`config.mk`:
```
export PLATFORM = sky130hd
export DESIGN_NAME = json_string_unescaper
export DESIGN_NICKNAME = d
export VERILOG_FILES = /design/src/hw/rtl/jsu_pkg.sv /design/src/hw/rtl/json_string_unescaper.sv /design/src/hw/rtl/jsu_decode.sv /design/src/hw/rtl/jsu_out_queue.sv
export SDC_FILE = /design/constraint.sdc
export NUM_CORES = 1
export LEC_CHECK = 0
export BUFFER_PORTS_ARGS = -buffer_cell sky130_fd_sc_hd__buf_2
export CAP_MARGIN = 20
export CORE_MARGIN = 4
export CORE_UTILIZATION = 40
export DETAILED_ROUTE_END_ITERATION = 10
export MAX_ROUTING_LAYER = met4
export PLACE_DENSITY = 0.68
export SETUP_SLACK_MARGIN = 0.5
export SLEW_MARGIN = 25
export SYNTH_ARGS = -nofsm -noshare
export SYNTH_HDL_FRONTEND = slang
export SYNTH_SLANG_ARGS = --single-unit
```
`constraint.sdc`:
```
create_clock -name aclk -period 4.9 [get_ports aclk]
set_input_delay 0 -clock aclk [delete_from_list [all_inputs] [get_ports aclk]]
set_output_delay 0 -clock aclk [all_outputs]
set_load 0.03 [all_outputs]
```
`src/hw/rtl/jsu_pkg.sv`:
```
// Shared types, character codes and helper functions for the JSON string unescaper.
`default_nettype none

package jsu_pkg;

    localparam logic [7:0]  CHAR_EOT    = 8'h00;
    localparam logic [7:0]  CHAR_QUOTE  = 8'h22;
    localparam logic [7:0]  CHAR_BSLASH = 8'h5C;
    localparam logic [7:0]  CHAR_U      = 8'h75;
    localparam logic [7:0]  CHAR_QMARK  = 8'h3F;
    localparam logic [15:0] ASCII_LIMIT = 16'd128;
    localparam logic [1:0]  HEX_LAST    = 2'd3;

    localparam int QUEUE_DEPTH = 4;
    localparam int QUEUE_AW    = $clog2(QUEUE_DEPTH);
    localparam int QUEUE_CW    = $clog2(QUEUE_DEPTH + 1);

    typedef enum logic [1:0] {
        MODE_IDLE = 2'd0,
        MODE_STR  = 2'd1,
        MODE_ESC  = 2'd2,
        MODE_HEX  = 2'd3
    } mode_t;

    typedef enum logic [1:0] {
        KIND_DATA  = 2'd0,
        KIND_QUOTE = 2'd1,
        KIND_EOT   = 2'd2,
        KIND_REJ   = 2'd3
    } kind_t;

    typedef struct packed {
        mode_t       mode;
        logic [1:0]  digit_count;
        logic [15:0] code_acc;
        logic        truncated;
    } state_t;

    typedef struct packed {
        logic [7:0] data;
        kind_t      kind;
        logic       last;
    } result_t;

    typedef struct packed {
        logic [1:0] count;
        result_t    r0;
        result_t    r1;
    } push_t;

    function automatic logic [3:0] hex_value(input logic [7:0] c);
        logic [3:0] v;
        v = 4'd0;
        if (c >= 8'h30 && c <= 8'h39) begin
            v = c[3:0];
        end else if ((c >= 8'h61 && c <= 8'h66) || (c >= 8'h41 && c <= 8'h46)) begin
            v = c[3:0] + 4'd9;
        end
        return v;
    endfunction

    function automatic logic [7:0] escape_byte(input logic [7:0] c);
        logic [7:0] v;
        unique case (c)
            8'h6E:   v = 8'd10;
            8'h72:   v = 8'd13;
            8'h74:   v = 8'd9;
            8'h62:   v = 8'd8;
            8'h66:   v = 8'd12;
            default: v = c;
        endcase
        return v;
    endfunction

    function automatic logic [7:0] code_byte(input logic [15:0] code);
        return (code < ASCII_LIMIT) ? code[7:0] : CHAR_QMARK;
    endfunction

endpackage

`default_nettype wire

```
`src/hw/rtl/json_string_unescaper.sv`:
```
// Top level of the JSON string unescaper: input register, parser state and result queue.
//
//  Channel   Direction  Payload                                    Per request
//  s_axis    in         tdata[7:0] in_byte                         one text byte
//  m_axis    out        tdata[7:0] out_byte, tuser[1:0] kind, tlast  one result
//
// A byte is decoded in the cycle after it is taken, and its results enter the four-entry
// result queue at the first edge with room; results are offered from the queue registers.
// With a ready output side one byte is taken per cycle; the two results of end of text in
// a \u escape are absorbed by the queue. Synchronous active-low reset returns the parser to
// idle and empties the queue. A stalled output side fills the queue, after which the input
// register holds and s_axis_tready drops until there is room again.
`default_nettype none

module json_string_unescaper (
    input  wire logic       aclk,
    input  wire logic       aresetn,
    input  wire logic       s_axis_tvalid,
    output logic            s_axis_tready,
    input  wire logic [7:0] s_axis_tdata,   // [7:0] in_byte
    output logic            m_axis_tvalid,
    input  wire logic       m_axis_tready,
    output logic [7:0]      m_axis_tdata,   // [7:0] out_byte
    output logic [1:0]      m_axis_tuser,   // [1:0] kind
    output logic            m_axis_tlast
);

    logic              in_valid_reg;
    logic              in_valid_next;
    logic [7:0]        in_byte_reg;
    jsu_pkg::state_t   state_reg;
    jsu_pkg::state_t   state_next;
    jsu_pkg::push_t    push;
    jsu_pkg::result_t  out_res;
    logic              push_ok;
    logic              fire;
    logic              s_accept;

    jsu_decode u_decode (
        .in_byte    (in_byte_reg),
        .state      (state_reg),
        .state_next (state_next),
        .push       (push)
    );

    jsu_out_queue u_queue (
        .aclk      (aclk),
        .aresetn   (aresetn),
        .push_en   (fire),
        .push      (push),
        .push_ok   (push_ok),
        .out_valid (m_axis_tvalid),
        .out_ready (m_axis_tready),
        .out_res   (out_res)
    );

    assign fire          = in_valid_reg && push_ok;
    assign s_axis_tready = !in_valid_reg || push_ok;
    assign s_accept      = s_axis_tvalid && s_axis_tready;
    assign in_valid_next = s_accept ? 1'b1 : (fire ? 1'b0 : in_valid_reg);

    assign m_axis_tdata = out_res.data;
    assign m_axis_tuser = out_res.kind;
    assign m_axis_tlast = out_res.last;

    always_ff @(posedge aclk) begin
        if (!aresetn) begin
            in_valid_reg <= 1'b0;
            state_reg    <= '{jsu_pkg::MODE_IDLE, 2'd0, 16'd0, 1'b0};
        end else begin
            in_valid_reg <= in_valid_next;
            if (fire) begin
                state_reg <= state_next;
            end
        end
        if (s_accept) begin
            in_byte_reg <= s_axis_tdata;
        end
    end

    a_hold_on_stall: assert property (@(posedge aclk) disable iff (!aresetn)
        (in_valid_reg && !push_ok) |=> (in_valid_reg && $stable(in_byte_reg)))
        else $error("pending byte lost while the result queue was full");

    a_state_on_fire: assert property (@(posedge aclk) disable iff (!aresetn)
        !fire |=> $stable(state_reg))
        else $error("parser state changed without a decoded byte");

    a_two_only_hex_eot: assert property (@(posedge aclk) disable iff (!aresetn)
        (push.count == 2'd2) |-> (state_reg.mode == jsu_pkg::MODE_HEX
                                  && in_byte_reg == jsu_pkg::CHAR_EOT))
        else $error("two results decoded outside end of text in a code escape");

endmodule

`default_nettype wire

```
`src/hw/rtl/jsu_decode.sv`:
```
// Combinational decoder: next parser state and up to two results for one text byte.
`default_nettype none

module jsu_decode (
    input  wire logic [7:0]     in_byte,
    input  jsu_pkg::state_t     state,
    output jsu_pkg::state_t     state_next,
    output jsu_pkg::push_t      push
);

    localparam jsu_pkg::result_t RES_NONE = '{8'd0, jsu_pkg::KIND_DATA, 1'b0};
    localparam jsu_pkg::result_t RES_EOT  = '{8'd0, jsu_pkg::KIND_EOT, 1'b1};

    logic [3:0]  nib;
    logic [15:0] code_shift;
    logic [7:0]  cb_cur;
    logic [7:0]  cb_new;
    logic [7:0]  esc;

    assign nib        = jsu_pkg::hex_value(in_byte);
    assign code_shift = {state.code_acc[11:0], nib};
    assign cb_cur     = jsu_pkg::code_byte(state.code_acc);
    assign cb_new     = jsu_pkg::code_byte(code_shift);
    assign esc        = jsu_pkg::escape_byte(in_byte);

    // Next state.
    always_comb begin
        state_next = state;
        unique case (state.mode)
            jsu_pkg::MODE_IDLE: begin
                if (in_byte == jsu_pkg::CHAR_QUOTE) begin
                    state_next.mode      = jsu_pkg::MODE_STR;
                    state_next.truncated = 1'b0;
                end
            end
            jsu_pkg::MODE_STR: begin
                if (in_byte == jsu_pkg::CHAR_EOT || in_byte == jsu_pkg::CHAR_QUOTE) begin
                    state_next.mode = jsu_pkg::MODE_IDLE;
                end else if (in_byte == jsu_pkg::CHAR_BSLASH) begin
                    state_next.mode = jsu_pkg::MODE_ESC;
                end
            end
            jsu_pkg::MODE_ESC: begin
                if (in_byte == jsu_pkg::CHAR_EOT) begin
                    state_next.mode = jsu_pkg::MODE_IDLE;
                end else if (in_byte == jsu_pkg::CHAR_U) begin
                    state_next.mode        = jsu_pkg::MODE_HEX;
                    state_next.digit_count = 2'd0;
                    state_next.code_acc    = 16'd0;
                end else begin
                    state_next.mode = jsu_pkg::MODE_STR;
                    if (esc == 8'd0) begin
                        state_next.truncated = 1'b1;
                    end
                end
            end
            jsu_pkg::MODE_HEX: begin
                if (in_byte == jsu_pkg::CHAR_EOT) begin
                    state_next.mode = jsu_pkg::MODE_IDLE;
                    if (cb_cur == 8'd0) begin
                        state_next.truncated = 1'b1;
                    end
                end else begin
                    state_next.code_acc = code_shift;
                    if (state.digit_count == jsu_pkg::HEX_LAST) begin
                        state_next.mode        = jsu_pkg::MODE_STR;
                        state_next.digit_count = 2'd0;
                        if (cb_new == 8'd0) begin
                            state_next.truncated = 1'b1;
                        end
                    end else begin
                        state_next.digit_count = state.digit_count + 2'd1;
                    end
                end
            end
            default: state_next = state;
        endcase
    end

    // Results.
    always_comb begin
        push.count = 2'd0;
        push.r0    = RES_NONE;
        push.r1    = RES_NONE;
        unique case (state.mode)
            jsu_pkg::MODE_IDLE: begin
                if (in_byte != jsu_pkg::CHAR_QUOTE) begin
                    push.count = 2'd1;
                    push.r0    = '{8'd0, jsu_pkg::KIND_REJ, 1'b1};
                end
            end
            jsu_pkg::MODE_STR: begin
                if (in_byte == jsu_pkg::CHAR_EOT) begin
                    push.count = 2'd1;
                    push.r0    = RES_EOT;
                end else if (in_byte == jsu_pkg::CHAR_QUOTE) begin
                    push.count = 2'd1;
                    push.r0    = '{8'd0, jsu_pkg::KIND_QUOTE, 1'b1};
                end else if (in_byte != jsu_pkg::CHAR_BSLASH && !state.truncated) begin
                    push.count = 2'd1;
                    push.r0    = '{in_byte, jsu_pkg::KIND_DATA, 1'b0};
                end
            end
            jsu_pkg::MODE_ESC: begin
                if (in_byte == jsu_pkg::CHAR_EOT) begin
                    push.count = 2'd1;
                    push.r0    = RES_EOT;
                end else if (in_byte != jsu_pkg::CHAR_U && !state.truncated && esc != 8'd0) begin
                    push.count = 2'd1;
                    push.r0    = '{esc, jsu_pkg::KIND_DATA, 1'b0};
                end
            end
            jsu_pkg::MODE_HEX: begin
                if (in_byte == jsu_pkg::CHAR_EOT) begin
                    if (!state.truncated && cb_cur != 8'd0) begin
                        push.count = 2'd2;
                        push.r0    = '{cb_cur, jsu_pkg::KIND_DATA, 1'b0};
                        push.r1    = RES_EOT;
                    end else begin
                        push.count = 2'd1;
                        push.r0    = RES_EOT;
                    end
                end else if (state.digit_count == jsu_pkg::HEX_LAST && !state.truncated
                             && cb_new != 8'd0) begin
                    push.count = 2'd1;
                    push.r0    = '{cb_new, jsu_pkg::KIND_DATA, 1'b0};
                end
            end
            default: push.count = 2'd0;
        endcase
    end

endmodule

`default_nettype wire

```
`src/hw/rtl/jsu_out_queue.sv`:
```
// Shifting result queue that takes up to two results per cycle while there is room and hands out one.
`default_nettype none

module jsu_out_queue (
    input  wire logic            aclk,
    input  wire logic            aresetn,
    input  wire logic            push_en,
    input  jsu_pkg::push_t       push,
    output logic                 push_ok,
    output logic                 out_valid,
    input  wire logic            out_ready,
    output jsu_pkg::result_t     out_res
);

    jsu_pkg::result_t ent_reg   [jsu_pkg::QUEUE_DEPTH];
    jsu_pkg::result_t ent_next  [jsu_pkg::QUEUE_DEPTH];
    jsu_pkg::result_t shifted   [jsu_pkg::QUEUE_DEPTH];
    logic [jsu_pkg::QUEUE_CW-1:0] count_reg;
    logic [jsu_pkg::QUEUE_CW-1:0] count_next;
    logic [jsu_pkg::QUEUE_CW-1:0] base;
    logic [jsu_pkg::QUEUE_CW-1:0] base1;
    logic [jsu_pkg::QUEUE_CW:0]   fill;
    logic                         pop;

    assign out_valid = (count_reg != '0);
    assign out_res   = ent_reg[0];
    assign pop       = out_valid && out_ready;
    assign base      = count_reg - jsu_pkg::QUEUE_CW'(pop);
    assign base1     = base + jsu_pkg::QUEUE_CW'(1);
    assign fill      = {1'b0, base} + (jsu_pkg::QUEUE_CW + 1)'(push.count);
    assign push_ok   = (fill <= (jsu_pkg::QUEUE_CW + 1)'(jsu_pkg::QUEUE_DEPTH));

    always_comb begin
        for (int i = 0; i < jsu_pkg::QUEUE_DEPTH - 1; i++) begin
            shifted[i] = pop ? ent_reg[i + 1] : ent_reg[i];
        end
        shifted[jsu_pkg::QUEUE_DEPTH - 1] = ent_reg[jsu_pkg::QUEUE_DEPTH - 1];
        for (int i = 0; i < jsu_pkg::QUEUE_DEPTH; i++) begin
            ent_next[i] = shifted[i];
            if (push_en && push.count != 2'd0 && base == jsu_pkg::QUEUE_CW'(i)) begin
                ent_next[i] = push.r0;
            end
            if (push_en && push.count == 2'd2 && base1 == jsu_pkg::QUEUE_CW'(i)) begin
                ent_next[i] = push.r1;
            end
        end
        count_next = push_en ? fill[jsu_pkg::QUEUE_CW-1:0] : base;
    end

    always_ff @(posedge aclk) begin
        if (!aresetn) begin
            count_reg <= '0;
        end else begin
            count_reg <= count_next;
        end
        ent_reg <= ent_next;
    end

    a_count_bound: assert property (@(posedge aclk) disable iff (!aresetn)
        count_reg <= jsu_pkg::QUEUE_CW'(jsu_pkg::QUEUE_DEPTH))
        else $error("result queue holds more entries than its depth");

    a_push_fits: assert property (@(posedge aclk) disable iff (!aresetn)
        push_en |-> push_ok)
        else $error("results pushed without room in the queue");

endmodule

`default_nettype wire

```
Word-level counts from Yosys, hierarchy flattened
Cells that the tools add are included.
{"block": "totals", "ram_bits": 0, "reg_bits": 77, "n_memories": 0, "latch_bits": 0, "inputBits": 12, "mem_bits_ro": 0, "output_inout_bits": 13}
{"block": "op_classes", "shift": 0, "n_bitwise": 0, "addsub": 5, "n_lt_le_gt_ge": 9, "div_mod_pow": 0, "n_eq_ne": 32, "n_reduce_logical": 49, "n_mul": 0, "muxes": 53}
{"cell": "11-bit 2-to-1 mux", "count": 12}
{"cell": "13-bit 2-to-1 mux", "count": 5}
{"cell": "8-bit by 7-bit == test with 1-bit output, second input constant", "count": 7}
{"cell": "13-bit case mux with 4 select lines", "count": 1}
{"cell": "12-bit 2-to-1 mux", "count": 4}
{"cell": "8-bit case mux with 5 select lines", "count": 1}
{"cell": "18-bit 2-to-1 mux", "count": 2}
{"cell": "18-bit case mux with 2 select lines", "count": 1}
{"cell": "8-bit zero test", "count": 4}
{"cell": "16-bit by 8-bit less-than comparator with 1-bit output, second input constant", "count": 2}
{"cell": "8-bit nonzero test", "count": 3}
{"cell": "1-bit logical AND", "count": 22}
{"cell": "19-bit 2-to-1 mux", "count": 1}
{"cell": "8-bit by 7-bit greater-or-equal comparator with 1-bit output, second input constant", "count": 2}
{"cell": "8-bit by 7-bit <= comparator with 1-bit output, second input constant", "count": 2}
{"cell": "2-bit 2-to-1 mux", "count": 8}
{"cell": "8-bit 2-to-1 mux", "count": 2}
{"cell": "8-bit by 7-bit inequality test with 1-bit output, second input constant", "count": 2}
{"cell": "3-bit nonzero test", "count": 5}
{"cell": "3-bit by 2-bit == test with 1-bit output, second input constant", "count": 4}
{"cell": "1-bit 2-to-1 mux", "count": 9}
{"cell": "3-bit 2-to-1 mux", "count": 3}
{"cell": "3-bit by 1-bit inequality test with 1-bit output, second input constant", "count": 3}
{"cell": "9-bit AND reduction", "count": 1}
{"cell": "other kinds (26)", "count": 42}

Logic depth before layout (Yosys ltp)
{"block": "logic_depth", "depth_word": 19, "depth_mapped": 17}

Modules after synthesis
Synthesis repeated with hierarchy kept, for this count alone.
{"block": "unflattened", "cells_unflattened": 603, "area_unflattened_um2": 5116.2}
{"mod": "jsu_out_queue", "cells_each": 271, "area_each_um2": 2593.7, "n_inst": 1, "seq_area_each_um2": 1381.3}
{"mod": "jsu_decode", "cells_each": 223, "area_each_um2": 1428.9, "n_inst": 1, "seq_area_each_um2": 0.0}
{"mod": "json_string_unescaper", "cells_each": 109, "area_each_um2": 1093.5, "n_inst": 1, "seq_area_each_um2": 680.7}

Worst setup path before layout
Ideal clock, no wire load.
{"block": "synth_path", "kind": "reg-to-reg", "startpoint": "reg in_byte_reg[0]", "endpoint": "reg u_queue.ent_reg[11] (netlist name) (enable)", "arrival_time_ns": 4.550, "path_stages_with_launch": 16, "path_slack_ns": -0.005, "n_path_buf": 1, "required_ns": 4.545, "setup_time_ns": 0.355, "cell_sequence": "edfxtp_1 -> inv_1 -> ha_1 -> clkbuf_2 -> nor3b_1 -> nand2_1 -> nand4_1 -> a41oi_4 -> a211o_2 -> ha_1 -> fa_1 -> nor2_1 -> o221ai_1 -> a211oi_2 -> nand3_1 -> nand3_1"}
{"block": "synth_via", "elab_chain_len": 18, "word_cells_on_any_way": 51, "classes_between": "add/sub (2); order compare (8); eq/ne (10); mux (13); reduce/logical (18)"}
{"item": "from (decl)", "line_no": "json_string_unescaper.sv:30", "text": "logic [7:0] in_byte_reg;"}
{"item": "from (signal assigned)", "line_no": "json_string_unescaper.sv:77", "text": "in_byte_reg <= s_axis_tdata;"}
{"item": "8-bit by 7-bit greater-or-equal comparator with 1-bit output or 8-bit by 7-bit <= comparator with 1-bit output (tied branches)", "line_no": "jsu_pkg.sv:56", "text": "end else if ((c >= 8'h61 && c <= 8'h66) || (c >= 8'h41 && c <= 8'h46)) begin"}
{"item": "1-bit logical AND", "line_no": "jsu_pkg.sv:56"}
{"item": "1-bit logical OR", "line_no": "jsu_pkg.sv:56"}
{"item": "4-bit 2-to-1 mux", "line_no": "jsu_pkg.sv:56"}
{"item": "4-bit 2-to-1 mux", "line_no": "jsu_pkg.sv:54", "text": "if (c >= 8'h30 && c <= 8'h39) begin"}
{"item": "16-bit by 8-bit less-than comparator with 1-bit output", "line_no": "jsu_pkg.sv:76", "text": "return (code < ASCII_LIMIT) ? code[7:0] : CHAR_QMARK;"}
{"item": "8-bit 2-to-1 mux", "line_no": "jsu_pkg.sv:76"}
{"item": "8-bit nonzero test", "line_no": "jsu_decode.sv:124", "text": "&& cb_new != 8'd0) begin"}
{"item": "1-bit logical AND", "line_no": "jsu_decode.sv:124"}
{"item": "12-bit 2-to-1 mux", "line_no": "jsu_decode.sv:123", "text": "end else if (state.digit_count == jsu_pkg::HEX_LAST && !state.truncated"}
{"item": "13-bit 2-to-1 mux", "line_no": "jsu_decode.sv:114", "text": "if (in_byte == jsu_pkg::CHAR_EOT) begin"}
{"item": "13-bit case mux with 4 select lines (*)", "line_no": "jsu_decode.sv:85", "text": "unique case (state.mode)"}
{"item": "3-bit by 2-bit adder with 4-bit output", "line_no": "jsu_out_queue.sv:30", "text": "assign fill = {1'b0, base} + (jsu_pkg::QUEUE_CW + 1)'(push.count);"}
{"item": "4-bit by 3-bit <= comparator with 1-bit output", "line_no": "jsu_out_queue.sv:31", "text": "assign push_ok = (fill <= (jsu_pkg::QUEUE_CW + 1)'(jsu_pkg::QUEUE_DEPTH));"}
{"item": "1-bit logical AND", "line_no": "json_string_unescaper.sv:57", "text": "assign fire = in_valid_reg && push_ok;"}
{"item": "1-bit logical AND (on tied branches) (2 in series)", "line_no": "jsu_out_queue.sv:43, jsu_out_queue.sv:40"}
{"item": "3-bit nonzero test (no source line) (*)"}
{"item": "to (signal assigned)", "line_no": "jsu_out_queue.sv:56", "text": "ent_reg <= ent_next;"}
{"item": "to (decl)", "line_no": "jsu_out_queue.sv:15", "text": "jsu_pkg::result_t ent_reg [jsu_pkg::QUEUE_DEPTH];"}
Every way passes the cells marked *; elsewhere a longest branch is shown, timed or not.
A chain may end at the register's enable or synchronous reset.

Worst setup path after layout
{"block": "layout_path", "startpoint": "reg state_reg[9] (netlist name)", "endpoint": "reg u_queue.ent_reg[19] (netlist name), data pin"}
{"block": "layout_via", "elab_chain_len": 14, "word_cells_on_any_way": 23, "classes_between": "add/sub (1); order compare (3); eq/ne (1); mux (8); reduce/logical (10)"}
{"item": "from (decl)", "line_no": "json_string_unescaper.sv:31", "text": "jsu_pkg::state_t state_reg;"}
{"item": "from (signal assigned)", "line_no": "json_string_unescaper.sv:69", "text": "state_reg <= '{jsu_pkg::MODE_IDLE, 2'd0, 16'd0, 1'b0};"}
{"item": "from (signal assigned)", "line_no": "json_string_unescaper.sv:73", "text": "state_reg <= state_next;"}
{"item": "16-bit by 8-bit less-than comparator with 1-bit output", "line_no": "jsu_pkg.sv:76"}
{"item": "8-bit 2-to-1 mux", "line_no": "jsu_pkg.sv:76"}
{"item": "8-bit nonzero test (on tied branches)", "line_no": "jsu_decode.sv:124, jsu_decode.sv:115"}
{"item": "1-bit logical AND (on tied branches)", "line_no": "jsu_decode.sv:124, jsu_decode.sv:115"}
{"item": "12-bit 2-to-1 mux or 13-bit 2-to-1 mux (tied branches)", "line_no": "jsu_decode.sv:123, jsu_decode.sv:115"}
{"item": "13-bit 2-to-1 mux (*)", "line_no": "jsu_decode.sv:114"}
{"item": "13-bit case mux with 4 select lines (*)", "line_no": "jsu_decode.sv:85"}
{"item": "3-bit by 2-bit adder with 4-bit output", "line_no": "jsu_out_queue.sv:30"}
{"item": "4-bit by 3-bit <= comparator with 1-bit output", "line_no": "jsu_out_queue.sv:31"}
{"item": "1-bit logical AND", "line_no": "json_string_unescaper.sv:57"}
{"item": "1-bit logical AND (2 in series)", "line_no": "jsu_out_queue.sv:40", "text": "if (push_en && push.count != 2'd0 && base == jsu_pkg::QUEUE_CW'(i)) begin"}
{"item": "11-bit 2-to-1 mux", "line_no": "jsu_out_queue.sv:40"}
{"item": "11-bit 2-to-1 mux (*)", "line_no": "jsu_out_queue.sv:43", "text": "if (push_en && push.count == 2'd2 && base1 == jsu_pkg::QUEUE_CW'(i)) begin"}
Marks and branches as above.

==> results.txt <==
----------------------------------------------------
[Timing]
  Final min period ... 4200 ps
  Final setup violating endpoints ... 0
  Final-report max-slew violation count ... 0
  Post-route fraction of the period consumed by the critical path ... 85.6%
  Normalized max-slew margin ... 40.9%
  Peak clock frequency supported by timing ... 0.238 GHz
  Post-Route Skew ... 8.27 ps
  Final total negative setup slack ... 0 ps
  Unrepaired setup endpoints after global routing ... false
  Number of endpoints with negative hold slack in the final report ... 0
  Slew at the pin closest to its max-slew limit ... 884 ps

[Worst setup path]
  CP Capture Type ... flip-flop
  Delay of the slowest cell on the worst path ... 590 ps
  WP buf/inv ... 1
  CP startpoint kind ... flip-flop
  Maximum fanout count along the critical path ... 11
  Worst path arrival time ... 4250 ps
  Worst Setup Path Type ... reg2reg
  Required time of the worst setup path ... 4960 ps
  Cell with the biggest individual delay on the critical path ... or4_4
  Cell family with the largest share of critical-path delay ... simple AND/OR/NAND/NOR gates
  Sequence of cells on the critical path ... or4_4 -> nor4_4 -> nor3b_4 -> a41oi_4 -> a211o_2 -> ha_1 -> fa_2 -> xnor3_1 -> o221ai_4 -> a211oi_4 -> buf_4 -> nand3_4 -> nand2_1 -> mux2i_1

[Die]
  Floorplan Core Area ... 11000 µm²
  Horiz. Die Dim ... 115 µm
  FP Rows ... 38
  Top-Level Pins ... 25
  Die outline area ... 13200 µm²
  Starting density of the core ... 41.5%
  Die Span Y ... 115 µm

[Synthesis]
  Number of enable flip-flop cells after synthesis ... 52
  Post-synth net total ... 468
  Number of warnings reported in the yosys synthesis log ... 0
  Ranking of synthesized cells by instance count ... nand2_1, edfxtp_1, mux2i_1
  Post-synthesis cell area ... 4560 µm²
  Number of instances in the synthesized netlist ... 445
  Leading cell types by total area after synthesis ... edfxtp_1, dfxtp_1, mux2i_1
  Synthesized area divided by synthesized cell count ... 10.2 µm²
  Number of flip-flops and latches in the synthesized netlist ... 77
  Dominant cell by count in the synthesized netlist ... nand2_1
  Share of Yosys cell area claimed by the top area cell type ... 34.2%
  Largest area contributor in the netlist ... edfxtp_1
  Proportion of synthesized flip-flops having asynchronous set or reset ... 0%
  Cell variety after synth ... 74
  Commonest register cell after synthesis ... edfxtp_1
  Sequential-to-total area share from yosys stat ... 45.2%

[Placed design]
  Area after detailed placement ... 4850 µm²
  GPL Wtd Cong ... 0.945
  Dpl hpwl ... 7640 µm
  Number of buffer cells added on primary ports ... 24

[Clocking]
  Clock buffer depth ... 2
  Clock tree from TritonCTS ... built
  Number of buffers inserted during clock tree synthesis ... 9
  Root buffer cell ... clkbuf_16
  CTS clk-pin slew, worst paths ... 60 ps
  Clock Sinks ... 77
  Clk_lat worst skew ... 340 ps
  Number of H-tree levels ... 3

[Final layout]
  Share of post-route cells with drive strength above 1 ... 21.2%
  Filler cell count ... 992
  Cell area after layout ... 5470 µm²
  Inserted Diodes ... 0
  Layout overhead on the synthesized area ... 19.9%
  Largest register FFs ... 33
  Count of nets after finishing ... 509

[Run status]
  Outcome ... finished clean

[Route]
  Final Routed Wirelength ... 10600 µm
  Detail-routed net length per standard cell ... 16.7 µm
  Violation count after the first detailed-route iteration ... 244
  Pre-Repair DR Iteration Count ... 5
  Detailed-route vias per instance ... 5.68
  Residual antenna-violating net count after detailed routing ... 0
  Number of design rule violations left after detail routing ... 0
  Via count ... 3582

[Flow run]
  MaxCap Viol Count ... 0

[Power]
  Maximum vdd ir drop ... 0.358 mV
  Pwr Density ... 473 nW/µm²
  Leakage power total ... 2.23 nW

[Hold path]
  Worst hold path class ... in2reg

[Global routing]
  First-pass GRT wire length ... 17300 µm
  Initial antenna violation count ... 0
  Overall routing resource usage ... 17.0%
  Via count of the first global-routing pass ... 3521
  Congestion Overflow GR ... 0
  Maximum number of pins on one net before global-route repair ... 27

----------------------------------------------------
## power by group
group	internal (mW)	switching, mW	total (mW)
logic	0.299	0.551	0.849
registers	0.903	0.0590	0.962
clock network	0.501	0.276	0.777
## final timing paths
| kind | start | endpoint | slack (ps) | cells after the start |
|---|---|---|---|---|
| max reg2reg | state_reg[9]$_SDFFE_PN0P_ | u_queue.ent_reg[19]$_SDFFCE_PP0P_ | 700 | 14 |
| min | aresetn | state_reg[2]$_SDFFE_PN0P_ | 100 | 2 |
| max | state_reg[9]$_SDFFE_PN0P_ | u_queue.ent_reg[19]$_SDFFCE_PP0P_ | 700 | 14 |
| min reg2reg | state_reg[13]$_SDFFE_PN0P_ | state_reg[13]$_SDFFE_PN0P_ | 460 | 2 |
## per-layer routing
layer	up-vias	global-route usage [%]	part of all wire [%]	wire length, µm
li1	1736	-	-	-
met1	1735	20.6	44	4700
met2	90	28.1	49	5190
met3	21	3.58	4.2	442
met4	0	6.03	2.2	230
met5	-	-	0	0
## cell type report
| class | instances | area (µm²) | area share [%] |
|---|---|---|---|
| Multi-Input combinational cell | 320 | 2400 | 43.9 |
| Sequential cell | 77 | 2060 | 37.7 |
| Timing Repair Buffer | 60 | 413 | 7.55 |
| Clock buffer | 9 | 225 | 4.12 |
| Tap cell | 140 | 175 | 3.20 |
| Clock inverter | 7 | 123 | 2.24 |
| Inverter | 18 | 67.6 | 1.24 |
## placed cells by master, fill, tap and decap left out, drive strengths merged, types with 16 or more instances in the layout
cell type  Yosys  routed
nand2         64      64
edfxtp        52      52
buf           19      51
mux2i         35      35
dfxtp         25      25
nor2          23      23
a21oi         21      21
nand3         20      21
inv           18      19
a21boi        16      16
## cell families (layout without fill, tap and decap cells)
group                      count (synthesis)  count (layout)  share of synthesized area, %
DFF                                       77              77                          45.2
muxes                                     35              35                          7.68
xor gates and xnor gates                   4               4                          1.07
adders and majority gates                 11              11                          3.18
AOI/OAI and AO/OA                         94              94                          17.0
and+or+nand+nor                          175             176                          20.1
buffers and inverters                     49              94                          5.73
## per-stage QoR
stage	util, %	setup WS, ps	power [mW]	hold slack [ps]	std cells
3_3_place_gp	44.2	414	1.73	176	596
6_report	49.8	704	2.59	102	631
4_1_cts	48.6	426	2.55	105	623
2_1_floorplan	-	593	1.63	98.9	445
3_5_place_dp	44.2	245	1.75	179	596
5_1_grt	49.8	483	2.72	139	631
## timing repair
item | CTS | global route
setup endpoints to repair | 95 | 95
cloned | 0 | 1
hold endpoints to repair | 9 | 0
gates resized for setup | 5 | 14
buffers inserted | 2 | 7
hold buffers | 9 | 0
pin swaps | 1 | 5
Note: power is estimated with default switching activity, not from simulation.
